### src/hw/rtl/cta_pkg.sv
`timescale 1ns / 1ps
// Package for the cascaded temperature average.
// Field widths, opcodes, averaging limits and parameter defaults; no dependencies.
package cta_pkg;

  localparam int OP_W   = 2;
  localparam int TEMP_W = 12;
  localparam int AVG_W  = 12;
  localparam int WIN_W  = 7;

  localparam logic [WIN_W-1:0] WIN_RESET = WIN_W'(36);

  localparam int SHORT_DEPTH_DEF  = 60;
  localparam int LONG_DEPTH_DEF   = 64;
  localparam int SAMPLE_WIDTH_DEF = 16;

  // magnitude of the most negative average
  localparam int AVG_MAG = 2 ** (AVG_W - 1);

  localparam logic signed [AVG_W-1:0] AVG_HI = {1'b0, {(AVG_W-1){1'b1}}};
  localparam logic signed [AVG_W-1:0] AVG_LO = {1'b1, {(AVG_W-1){1'b0}}};

  typedef enum logic [OP_W-1:0] {
    OP_MINUTE  = 2'd0,
    OP_HOUR    = 2'd1,
    OP_PRELOAD = 2'd2,
    OP_NONE    = 2'd3
  } op_e;

endpackage

### src/hw/rtl/cta_in_if.sv
`timescale 1ns / 1ps
// Input channel: valid/ready with opcode and temperature per beat.
// Depends on cta_pkg.
interface cta_in_if;
  import cta_pkg::*;

  logic                     valid;
  logic                     ready;
  logic [OP_W-1:0]          opcode;
  logic signed [TEMP_W-1:0] temperature;

  modport source (output valid, output opcode, output temperature, input ready);
  modport sink   (input valid, input opcode, input temperature, output ready);
endinterface

### src/hw/rtl/cta_out_if.sv
`timescale 1ns / 1ps
// Output channel: valid/ready with both averages per beat.
// Depends on cta_pkg.
interface cta_out_if;
  import cta_pkg::*;

  logic                    valid;
  logic                    ready;
  logic signed [AVG_W-1:0] short_average;
  logic signed [AVG_W-1:0] long_average;

  modport source (output valid, output short_average, output long_average, input ready);
  modport sink   (input valid, input short_average, input long_average, output ready);
endinterface

### src/hw/rtl/cascaded_temperature_average.sv
`timescale 1ns / 1ps
// Cascaded temperature average: minute ring and hour ring in synchronous RAMs.
// Minute beats: read, update running sum, multiply by the reciprocal of the depth.
// Hour beats: read, update running sum, restoring divide by the window.
// Preload beats sweep both rings one entry a cycle; opcode 3 goes straight to the output state.
// One beat in flight, none taken until the last has left the output state; the next is taken while a result waits.
// After reset a clearing pass zeroes both rings; no beat is taken during it.
module cascaded_temperature_average #(
  parameter int SHORT_DEPTH  = cta_pkg::SHORT_DEPTH_DEF,
  parameter int LONG_DEPTH   = cta_pkg::LONG_DEPTH_DEF,
  parameter int SAMPLE_WIDTH = cta_pkg::SAMPLE_WIDTH_DEF
) (
  input  logic                      clk_i,
  input  logic                      rst_ni,
  input  logic                      long_window_we_i,
  input  logic [cta_pkg::WIN_W-1:0] long_window_i,
  cta_in_if.sink                    in_i,
  cta_out_if.source                 out_o
);
  import cta_pkg::*;

  localparam int MAXD  = (SHORT_DEPTH > LONG_DEPTH) ? SHORT_DEPTH : LONG_DEPTH;
  localparam int SPW   = $clog2(SHORT_DEPTH);
  localparam int LPW   = (LONG_DEPTH > 1) ? $clog2(LONG_DEPTH) : 1;
  localparam int IW    = $clog2(MAXD);
  localparam int WW    = $clog2(LONG_DEPTH + 1);
  localparam int DW    = $clog2(MAXD + 1);
  localparam int SUM_W = TEMP_W + $clog2(MAXD) + 2;
  localparam int CW    = $clog2(SUM_W);

  localparam int          RCP_SH = SUM_W + $clog2(SHORT_DEPTH);
  localparam int          RCP_W  = SUM_W + 1;
  localparam logic [63:0] RCP    = ((64'd1 << RCP_SH) + 64'(SHORT_DEPTH) - 64'd1)
                                   / 64'(SHORT_DEPTH);

  typedef enum logic [2:0] {
    S_CLEAR, S_IDLE, S_UPD, S_MUL, S_DIV, S_FIN, S_FILL, S_OUT
  } state_e;

  state_e                    state_q;
  op_e                       op_q;
  logic signed [TEMP_W-1:0]  t_q;
  logic [WIN_W-1:0]          win_q;
  logic [SPW-1:0]            mp_q;
  logic [LPW-1:0]            hp_q;
  logic signed [SUM_W-1:0]   msum_q;
  logic signed [SUM_W-1:0]   hsum_q;
  logic signed [AVG_W-1:0]   hmean_q;
  logic signed [AVG_W-1:0]   wmean_q;
  logic [IW-1:0]             idx_q;
  logic [DW-1:0]             rem_q;
  logic [DW-1:0]             div_q;
  logic [SUM_W-1:0]          quo_q;
  logic                      neg_q;
  logic [CW-1:0]             cnt_q;
  logic                      out_valid_q;
  logic signed [AVG_W-1:0]   out_short_q;
  logic signed [AVG_W-1:0]   out_long_q;

  logic signed [SAMPLE_WIDTH-1:0] minute_mem [SHORT_DEPTH];
  logic signed [SAMPLE_WIDTH-1:0] hour_mem [LONG_DEPTH];
  logic signed [SAMPLE_WIDTH-1:0] m_rd_q;
  logic signed [SAMPLE_WIDTH-1:0] h_rd_q;

  logic                           m_we;
  logic [SPW-1:0]                 m_wa;
  logic signed [SAMPLE_WIDTH-1:0] m_wd;
  logic                           h_we;
  logic [LPW-1:0]                 h_wa;
  logic signed [SAMPLE_WIDTH-1:0] h_wd;

  logic [WW-1:0]           ew;
  op_e                     in_op;
  logic                    in_acc;
  logic signed [SUM_W-1:0] sum_m;
  logic signed [SUM_W-1:0] sum_h;
  logic signed [SUM_W-1:0] sum_new;
  logic [SUM_W-1:0]        mag;
  logic [LPW:0]            hp_inc;
  logic [LPW-1:0]          hp_nx;
  logic [SPW-1:0]          mp_nx;
  logic [DW:0]             rem_sh;
  logic                    ge;
  logic [DW:0]             rem_sub;
  logic signed [AVG_W-1:0] res;
  logic signed [SUM_W-1:0] t_ext;
  logic signed [SUM_W-1:0] w_ext;
  logic [SUM_W+RCP_W-1:0]  prod;

  assign in_i.ready          = (state_q == S_IDLE);
  assign in_acc              = in_i.valid && in_i.ready;
  assign in_op               = op_e'(in_i.opcode);
  assign out_o.valid         = out_valid_q;
  assign out_o.short_average = out_short_q;
  assign out_o.long_average  = out_long_q;

  always_comb begin
    if (win_q == '0) begin
      ew = WW'(1);
    end else if (int'(win_q) > LONG_DEPTH) begin
      ew = WW'(LONG_DEPTH);
    end else begin
      ew = WW'(win_q);
    end
  end

  assign sum_m   = msum_q + SUM_W'(t_q) - SUM_W'(m_rd_q);
  assign sum_h   = hsum_q + SUM_W'(hmean_q) - SUM_W'(h_rd_q);
  assign sum_new = (op_q == OP_MINUTE) ? sum_m : sum_h;
  assign mag     = sum_new[SUM_W-1] ? SUM_W'(-sum_new) : SUM_W'(sum_new);

  assign mp_nx  = (int'(mp_q) == SHORT_DEPTH - 1) ? '0 : mp_q + SPW'(1);
  assign hp_inc = {1'b0, hp_q} + (LPW+1)'(1);
  assign hp_nx  = (int'(hp_inc) >= int'(ew)) ? '0 : hp_inc[LPW-1:0];

  assign t_ext = SUM_W'(in_i.temperature);
  assign w_ext = SUM_W'({1'b0, ew});

  assign rem_sh  = {rem_q, quo_q[SUM_W-1]};
  assign ge      = rem_sh >= {1'b0, div_q};
  assign rem_sub = ge ? rem_sh - {1'b0, div_q} : rem_sh;

  assign prod = {{RCP_W{1'b0}}, quo_q} * {{SUM_W{1'b0}}, RCP_W'(RCP)};

  always_comb begin
    if (!neg_q && quo_q > SUM_W'(AVG_MAG - 1)) begin
      res = AVG_HI;
    end else if (neg_q && quo_q > SUM_W'(AVG_MAG)) begin
      res = AVG_LO;
    end else if (neg_q) begin
      res = AVG_W'(-quo_q);
    end else begin
      res = AVG_W'(quo_q);
    end
  end

  always_comb begin
    m_we = 1'b0;
    m_wa = mp_q;
    m_wd = SAMPLE_WIDTH'(t_q);
    h_we = 1'b0;
    h_wa = hp_q;
    h_wd = SAMPLE_WIDTH'(hmean_q);
    case (state_q)
      S_UPD: begin
        m_we = (op_q == OP_MINUTE);
        h_we = (op_q == OP_HOUR);
      end
      S_FILL, S_CLEAR: begin
        m_wa = idx_q[SPW-1:0];
        h_wa = idx_q[LPW-1:0];
        m_we = int'(idx_q) < SHORT_DEPTH;
        if (state_q == S_CLEAR) begin
          m_wd = '0;
          h_wd = '0;
          h_we = int'(idx_q) < LONG_DEPTH;
        end else begin
          h_wd = SAMPLE_WIDTH'(t_q);
          h_we = int'(idx_q) < int'(ew);
        end
      end
      default: begin
        m_we = 1'b0;
        h_we = 1'b0;
      end
    endcase
  end

  always_ff @(posedge clk_i) begin
    if (m_we) begin
      minute_mem[m_wa] <= m_wd;
    end
    m_rd_q <= minute_mem[mp_q];
  end

  always_ff @(posedge clk_i) begin
    if (h_we) begin
      hour_mem[h_wa] <= h_wd;
    end
    h_rd_q <= hour_mem[hp_q];
  end

  always_ff @(posedge clk_i or negedge rst_ni) begin
    if (!rst_ni) begin
      state_q     <= S_CLEAR;
      op_q        <= OP_NONE;
      t_q         <= '0;
      win_q       <= WIN_RESET;
      mp_q        <= '0;
      hp_q        <= '0;
      msum_q      <= '0;
      hsum_q      <= '0;
      hmean_q     <= '0;
      wmean_q     <= '0;
      idx_q       <= '0;
      rem_q       <= '0;
      div_q       <= '0;
      quo_q       <= '0;
      neg_q       <= 1'b0;
      cnt_q       <= '0;
      out_valid_q <= 1'b0;
      out_short_q <= '0;
      out_long_q  <= '0;
    end else begin
      if (long_window_we_i) begin
        win_q <= long_window_i;
      end
      if (out_valid_q && out_o.ready && state_q != S_OUT) begin
        out_valid_q <= 1'b0;
      end
      case (state_q)
        S_CLEAR: begin
          if (int'(idx_q) == MAXD - 1) begin
            idx_q   <= '0;
            state_q <= S_IDLE;
          end else begin
            idx_q <= idx_q + IW'(1);
          end
        end
        S_IDLE: begin
          if (in_acc) begin
            op_q  <= in_op;
            t_q   <= in_i.temperature;
            idx_q <= '0;
            case (in_op)
              OP_MINUTE, OP_HOUR: state_q <= S_UPD;
              OP_PRELOAD: begin
                msum_q  <= t_ext * SUM_W'(SHORT_DEPTH);
                hsum_q  <= t_ext * w_ext;
                state_q <= S_FILL;
              end
              default: state_q <= S_OUT;
            endcase
          end
        end
        S_UPD: begin
          if (op_q == OP_MINUTE) begin
            msum_q  <= sum_m;
            mp_q    <= mp_nx;
            state_q <= S_MUL;
          end else begin
            hsum_q  <= sum_h;
            hp_q    <= hp_nx;
            div_q   <= DW'(ew);
            state_q <= S_DIV;
          end
          quo_q <= mag;
          neg_q <= sum_new[SUM_W-1];
          rem_q <= '0;
          cnt_q <= '0;
        end
        S_MUL: begin
          quo_q   <= SUM_W'(prod >> RCP_SH);
          state_q <= S_FIN;
        end
        S_DIV: begin
          rem_q <= rem_sub[DW-1:0];
          quo_q <= {quo_q[SUM_W-2:0], ge};
          cnt_q <= cnt_q + CW'(1);
          if (int'(cnt_q) == SUM_W - 1) begin
            state_q <= S_FIN;
          end
        end
        S_FIN: begin
          if (op_q == OP_MINUTE) begin
            hmean_q <= res;
          end else begin
            wmean_q <= res;
          end
          state_q <= S_OUT;
        end
        S_FILL: begin
          idx_q <= idx_q + IW'(1);
          if (int'(idx_q) == MAXD - 1) begin
            state_q <= S_OUT;
          end
        end
        S_OUT: begin
          if (!out_valid_q || out_o.ready) begin
            out_valid_q <= 1'b1;
            out_short_q <= hmean_q;
            out_long_q  <= wmean_q;
            state_q     <= S_IDLE;
          end
        end
        default: state_q <= S_IDLE;
      endcase
    end
  end

  a_pos_range: assert property (@(posedge clk_i) disable iff (!rst_ni)
    (int'(mp_q) < SHORT_DEPTH) && (int'(hp_q) < LONG_DEPTH))
    else $error("ring position beyond ring depth");

  a_rem_below_div: assert property (@(posedge clk_i) disable iff (!rst_ni)
    (state_q == S_DIV) |-> (rem_q < div_q))
    else $error("divider remainder not below divisor");

  a_short_in_range: assert property (@(posedge clk_i) disable iff (!rst_ni)
    (state_q == S_FIN && op_q == OP_MINUTE) |->
      (quo_q <= (neg_q ? SUM_W'(AVG_MAG) : SUM_W'(AVG_MAG - 1))))
    else $error("minute average out of range, running sum corrupted");

  a_out_from_out_state: assert property (@(posedge clk_i) disable iff (!rst_ni)
    $rose(out_valid_q) |-> $past(state_q == S_OUT))
    else $error("result beat raised outside the output state");

endmodule
### src/flat_wrapper.sv
// flat-port wrapper written by rule: the top's interface ports become plain ports
module cascaded_temperature_average_flat import cta_pkg::*;
#(
  parameter int SHORT_DEPTH  = cta_pkg::SHORT_DEPTH_DEF,
  parameter int LONG_DEPTH   = cta_pkg::LONG_DEPTH_DEF,
  parameter int SAMPLE_WIDTH = cta_pkg::SAMPLE_WIDTH_DEF
)
  (clk_i, rst_ni, long_window_we_i, long_window_i, in_i_valid, in_i_opcode, in_i_temperature, in_i_ready, out_o_valid, out_o_short_average, out_o_long_average, out_o_ready);
  cta_in_if in_i_i ();
  cta_out_if out_o_i ();
  input  logic clk_i;
  input  logic rst_ni;
  input  logic long_window_we_i;
  input  logic [cta_pkg::WIN_W-1:0] long_window_i;
  input wire logic [$bits(in_i_i.valid)-1:0] in_i_valid;
  input wire logic [$bits(in_i_i.opcode)-1:0] in_i_opcode;
  input wire logic [$bits(in_i_i.temperature)-1:0] in_i_temperature;
  output wire logic [$bits(in_i_i.ready)-1:0] in_i_ready;
  output wire logic [$bits(out_o_i.valid)-1:0] out_o_valid;
  output wire logic [$bits(out_o_i.short_average)-1:0] out_o_short_average;
  output wire logic [$bits(out_o_i.long_average)-1:0] out_o_long_average;
  input wire logic [$bits(out_o_i.ready)-1:0] out_o_ready;
  assign in_i_i.valid = in_i_valid;
  assign in_i_i.opcode = in_i_opcode;
  assign in_i_i.temperature = in_i_temperature;
  assign in_i_ready = in_i_i.ready;
  assign out_o_valid = out_o_i.valid;
  assign out_o_short_average = out_o_i.short_average;
  assign out_o_long_average = out_o_i.long_average;
  assign out_o_i.ready = out_o_ready;
  cascaded_temperature_average #(.SHORT_DEPTH(SHORT_DEPTH), .LONG_DEPTH(LONG_DEPTH), .SAMPLE_WIDTH(SAMPLE_WIDTH)) u_core (.clk_i(clk_i), .rst_ni(rst_ni), .long_window_we_i(long_window_we_i), .long_window_i(long_window_i), .in_i(in_i_i), .out_o(out_o_i));
endmodule
### config.mk
export PLATFORM = sky130hd
export DESIGN_NAME = cascaded_temperature_average_flat
export DESIGN_NICKNAME = d
export VERILOG_FILES = /design/src/hw/rtl/cta_pkg.sv /design/src/hw/rtl/cta_in_if.sv /design/src/hw/rtl/cta_out_if.sv /design/src/hw/rtl/cascaded_temperature_average.sv /design/src/flat_wrapper.sv
export SDC_FILE = /design/constraint.sdc
export NUM_CORES = 2
export LEC_CHECK = 0
export ABC_AREA = 0
export BUFFER_PORTS_ARGS = -buffer_cell sky130_fd_sc_hd__buf_2
export CAP_MARGIN = 0
export CORE_ASPECT_RATIO = 1.5
export CORE_MARGIN = 2
export CORE_UTILIZATION = 45
export CTS_CLUSTER_DIAMETER = 120
export DETAILED_ROUTE_END_ITERATION = 12
export GPL_TIMING_DRIVEN = 0
export SLEW_MARGIN = 0
export SYNTH_ARGS = -nofsm -noshare
export SYNTH_HDL_FRONTEND = slang
export SYNTH_SLANG_ARGS = --single-unit
export TNS_END_PERCENT = 10
### constraint.sdc
create_clock -name clk_i -period 9.3 [get_ports clk_i]
set_input_delay 0.93 -clock clk_i [delete_from_list [all_inputs] [get_ports clk_i]]
set_output_delay 0.93 -clock clk_i [all_outputs]
set_load 0.01 [all_outputs]
Yosys cells after proc, flatten, opt, wreduce, memory -nomap -nowiden
Memory sizes are Yosys's and may differ from the RTL's. A register that Yosys moved wholly into a read port is not among the register bits. Index checks and enable logic that the tools add are counted.

Flip-flop bits (word level): 171. Bits in writable memories: 1984. Word-level logic and storage cells: 140. Memories kept: 2.

Memories: u_core.hour_mem (depth 64, width 16, read ports 1, clocked after Yosys merged registers in 1, write ports 1, line cascaded_temperature_average.sv:61) `logic signed [SAMPLE_WIDTH-1:0] hour_mem [LONG_DEPTH];`; u_core.minute_mem (depth 60, width 16, read ports 1, clocked after Yosys merged registers in 1, write ports 1, line cascaded_temperature_average.sv:60) `logic signed [SAMPLE_WIDTH-1:0] minute_mem [SHORT_DEPTH];`.

Add/sub/neg operators: 11. Multipliers: 3. Order comparisons: 7. Eq/ne operators: 22. Mux-type cells: 47. Bitwise operators: 1. Reduce and logical (&&, ||, !) cells: 28.

Operators with widths (number): $mux W20 (8); $pmux W20 S2 (2); $pmux W20 S3 (1); $mux W16 (3); $add A20 B12 Y20 (2); $mul A20 B20 Y40 const B (1); $sub A20 B16 Y20 (2); $mux W12 (3); $mux W6 (6); $pmux W3 S8 (1); $mux W7 (3); $gt A20 B11 Y1 const B (1); $gt A20 B12 Y1 const B (1); $mul A12 B8 Y20 (1); $neg A20 Y20 (1); $mux W3 (6); $pmux W6 S3 (1); $mul A12 B5 Y17 const B (1); $pmux W7 S2 (1); $reduce_and A2 Y1 (7); $add A6 B1 Y6 const B (2); $eq A3 B3 Y1 const B (4); $neg A12 Y12 (1); $pmux W5 S2 (1); other kinds (33) (59).

Depth between registers and ports, before layout
Depth after elaboration: 8. Mapped depth: 22. Depth with buffers taken out: 22.

Least setup slack after synthesis
No wires, ideal clock.

Path type: register -> register. From: register u_core.win_q[6]. To: register u_core.hsum_q[18]. Data arrival time: 4.900 ns. Slack: 4.264 ns. Stages on the path, launching flop included: 22. Buffers on the path: 2. Period minus slack after synthesis: 5.036 ns. Path through: dfrtp_1 clkbuf_1 nor2b_1 clkbuf_1 inv_1 nor2_1 fa_1 fa_1 fa_1 inv_1 fa_1 inv_1 ha_1 a21o_1 a21oi_1 nor2_1 a21oi_1 o31ai_1 o41ai_1 o21ai_0 xnor2_1 o21ai_0.

Cells in the longest elaborated chain, start to end: 7.

RTL lines: start, declared (line cascaded_temperature_average.sv:43) `logic [WIN_W-1:0] win_q;`; start signal, assigned (line cascaded_temperature_average.sv:206) `win_q <= long_window_i;`; $gt A7 B7 Y1 (line cascaded_temperature_average.sv:100) `end else if (int'(win_q) > LONG_DEPTH) begin`; $mux W7 (line cascaded_temperature_average.sv:100); $mux W7 (*) (line cascaded_temperature_average.sv:98) `if (win_q == '0) begin`; $mul A12 B8 Y20 (*) (line cascaded_temperature_average.sv:229) `hsum_q <= t_ext * w_ext;`; $mux W20 (*) (line cascaded_temperature_average.sv:225) `case (in_op)`; $mux W20 (*) (line cascaded_temperature_average.sv:221) `if (in_acc) begin`; $pmux W20 S2 (*) (line cascaded_temperature_average.sv:211) `case (state_q)`; end signal, assigned (line cascaded_temperature_average.sv:229); end signal, assigned (line cascaded_temperature_average.sv:242) `hsum_q <= sum_h;`; end, declared (line cascaded_temperature_average.sv:47) `logic signed [SUM_W-1:0] hsum_q;`.

Mark *: on every way between the ends. The rest lies on a longest branch, timed or not. The select of a mux whose other input is x is not followed. A chain may end at the register's enable or synchronous reset.

Worst setup path in the final report
Same ends and word-level chain as after synthesis.

==> results.ini <==
[run_status]
status=complete, but fails checks
violations=max-capacitance violations

[global_routing]
grt_antenna_before_repair=3
grt_overflow=0
grt_max_degree=90
track_usage_pct=23.22
grt_pass1_vias=44136
grt_pass1_wl_mm=296.8

[setup_path]
path_buf_inv=5
cp-start-kind=register
max_stage_delay_ns=0.54
cp_max_fo=10
path_cells=clkbuf_1, nor2b_1, clkbuf_1, inv_1, nor2_1, fa_1, fa_1, fa_1, inv_1, fa_1, inv_1, ha_1, a21o_1, a21oi_1, nor2_1, a21oi_1, o31ai_1, o41ai_1, o21ai_0, xnor2_1, o21ai_0
criticalPathCategory=register to register
cp_data_arrival_time_ns=7.26
cp_slowest_cell=clkbuf_1
end_kind=register
cpLargestDelayFamily=adder cells
required_ns=9.96
cp_common_cell=fa_1

[die]
die_w_um=343.6
start_util_pct=45.15
rows=187
io_pins=52
core-area_mm2=0.1724
die_h_um=513.4
die_area_mm2=0.1764

[cts]
cts_tree=built
cts_sinks=1683
clock_latency_ns=0.82
holdBufCountCts=0
htree_levels=4
post-cts-setup-buffer-count=0
cts_buffers=157
cts_root_buf=clkbuf_16
cts_buffer_depth=3
cts_resized=0
clk_pin_slew_ns=0.06

[synth]
synthFlopType=edfxtp_1
yosys.area_share.simple_pct=4.497
syn-num-nets=5155
synth-adder-area-share_pct=8.396
synth_top_cell_by_area=edfxtp_1
synthCells=4702
synthTopCellsByCount=edfxtp_1 (1488), mux4_2 (480), inv_1 (400)
syn_area_per_cell_um2=16.56
synth_cell_types=87
synth.area.top_cells=edfxtp_1 (57%), mux4_2 (14%), dfrtp_1 (5.4%)
synth_compound_area_share_pct=4.373
seq_area_frac_synth_pct=63.51
synth_top_family_by_area=multiplexers
ys_ff_latch=1683
synth_edf_count=1488
synth_most_common_cell=edfxtp_1
ys_warn_count=0
synth_top_area_share_pct=57.39
async_flop_share_pct=10.16
synth_xor_area_share_pct=1.282
synthMuxAreaShare_pct=14.90
synth_area_mm2=0.07785

[timing]
slew_headroom_pct=0.3269
rsz0062_at_grt=no
setup_violations=0
min_period_over_period_pct=70.95
skew_ns=0.04174
min_period_ns=6.599
final_max_slew_viol_count=0
max_freq_mhz=151.5
worst_slew_pin_slew_ns=1.476
hold_viol=0

[routing]
dr_wl_met3_mm=9.748
routed_wl_mm=202.8
highest_layer=met5
wl_per_cell_um=27.57
via_per_inst=5.783
dr_total_vias=42548
drtIter0Drc=3760
drc=0
antenna_left=0
dr_wl_met2_mm=107.7
drt-pass1-iter-count=6
wl_met1_mm=76.09

[placement]
placedCellCount=7073
io_buffers=50
place.gp.congestion=0.9050
place_hpwl_mm=147.3

[cells_and_area]
drive_gt1_share_pct=18.44
layoutNonFillerInstCount=7357
utilization_pct=50.56
final_nets=5417
synthToLayoutAreaGrowth_pct=11.99

[job]
drv_cap=2

[min_path]
min_path_type=primary input to async pin

-- cells in the final DEF, fill, tap and decap left out, types with 32 or more instances in the layout --
cell	netlist	layout
edfxtp_1	1488	1488
and2_1	32	32
mux2_2	42	42
nor2_1	287	272
mux2i_1	32	32
fa_1	159	159
clkbuf_1	159	186
clkinv_1	4	32
a21oi_1	126	126
xnor2_1	65	65
buf_1	46	46
clkbuf_16	0	159
dfrtp_1	167	167
o22ai_1	34	34
o21ai_0	150	139
nor3_1	57	37
a31oi_1	34	34
nand3_1	34	34
ha_1	268	268
a21o_1	38	38
inv_1	400	400
buf_2	2	51
xor2_1	49	49
nand2_1	214	214
mux4_2	480	480
-- kinds of logic after synthesis --
kind of cell / count (synthesis)
buffers and inverters: 617
adder cells (fa/ha/maj): 427
XOR/XNOR: 114
AND/OR/NAND/NOR: 766
AO/OA/AOI/OAI: 541
multiplexers: 554
flip-flops: 1683
-- final timing paths --
kind                            cells past startpoint  slack [ns]                 to             start
max in group asynchronous                           2        8.25     u_core.mp_q[2]            rst_ni
worst min register to register                      2        0.49    u_core.rem_q[6]   u_core.rem_q[6]
min in group clk_i                                  2        0.38    u_core.win_q[0]  long_window_i[0]
worst max-delay path                               21        2.70  u_core.hsum_q[18]   u_core.win_q[6]
worst min-delay path                                1        0.08    u_core.rem_q[5]            rst_ni
worst max register to register                     21        2.70  u_core.hsum_q[18]   u_core.win_q[6]
-- registers in the layout (all words and copies together), names as in the netlist, 5 cells and up --
| register | cells |
|---|---|
| u_core.rem_q | 7 |
| u_core.cnt_q | 5 |
| u_core.minute_mem | 720 |
| u_core.hour_mem | 768 |
| u_core.mp_q | 6 |
| u_core.out_o.short_average | 12 |
| u_core.idx_q | 6 |
| u_core.h_rd_q | 12 |
| u_core.div_q | 7 |
| u_core.win_q | 7 |
| u_core.hp_q | 6 |
| u_core.hmean_q | 12 |
| u_core.msum_q | 20 |
| u_core.wmean_q | 12 |
| u_core.out_o.long_average | 12 |
| u_core.quo_q | 20 |
| u_core.hsum_q | 20 |
| u_core.t_q | 12 |
| u_core.m_rd_q | 12 |
-- per-layer routing --
metal | GRT usage (%) | vias up
met1 | 28.12 | 22259
li1 | - | 18579
met3 | 2.880 | 368
met2 | 41.50 | 1340
met4 | 10.01 | 2
met5 | 0 | -
-- stage by stage --
stage                     area (µm²)  hold slack [ns]  setup TNS, ns  worst slack [ns]
after floorplan                77850           0.4439              0             4.264
after global placement         80940           0.4568        -176.03           -0.6489
after detailed placement       82150           0.4673              0             2.734
after CTS                      87180          0.08987              0             2.717
after global routing           87190           0.1178              0             2.459
final                          87190          0.08341              0             2.701
-- cell type report --
| type | count | area [µm²] |
|---|---|---|
| Clock buffer | 199 | 4259 |
| Clock inverter | 83 | 772.0 |
| Buffer | 212 | 842.1 |
| Tap cell | 2268 | 2838 |
| Inverter | 405 | 1520 |
| Fill cell | 14141 | 85250 |
| Multi-Input combinational cell | 2402 | 26370 |
| Timing Repair Buffer | 103 | 1136 |
| Sequential cell | 1683 | 49450 |
| Antenna cell | 2 | 5.005 |
Power is not shown: default switching activity piles up to over one toggle a cycle in this logic, so the estimate is an artifact.
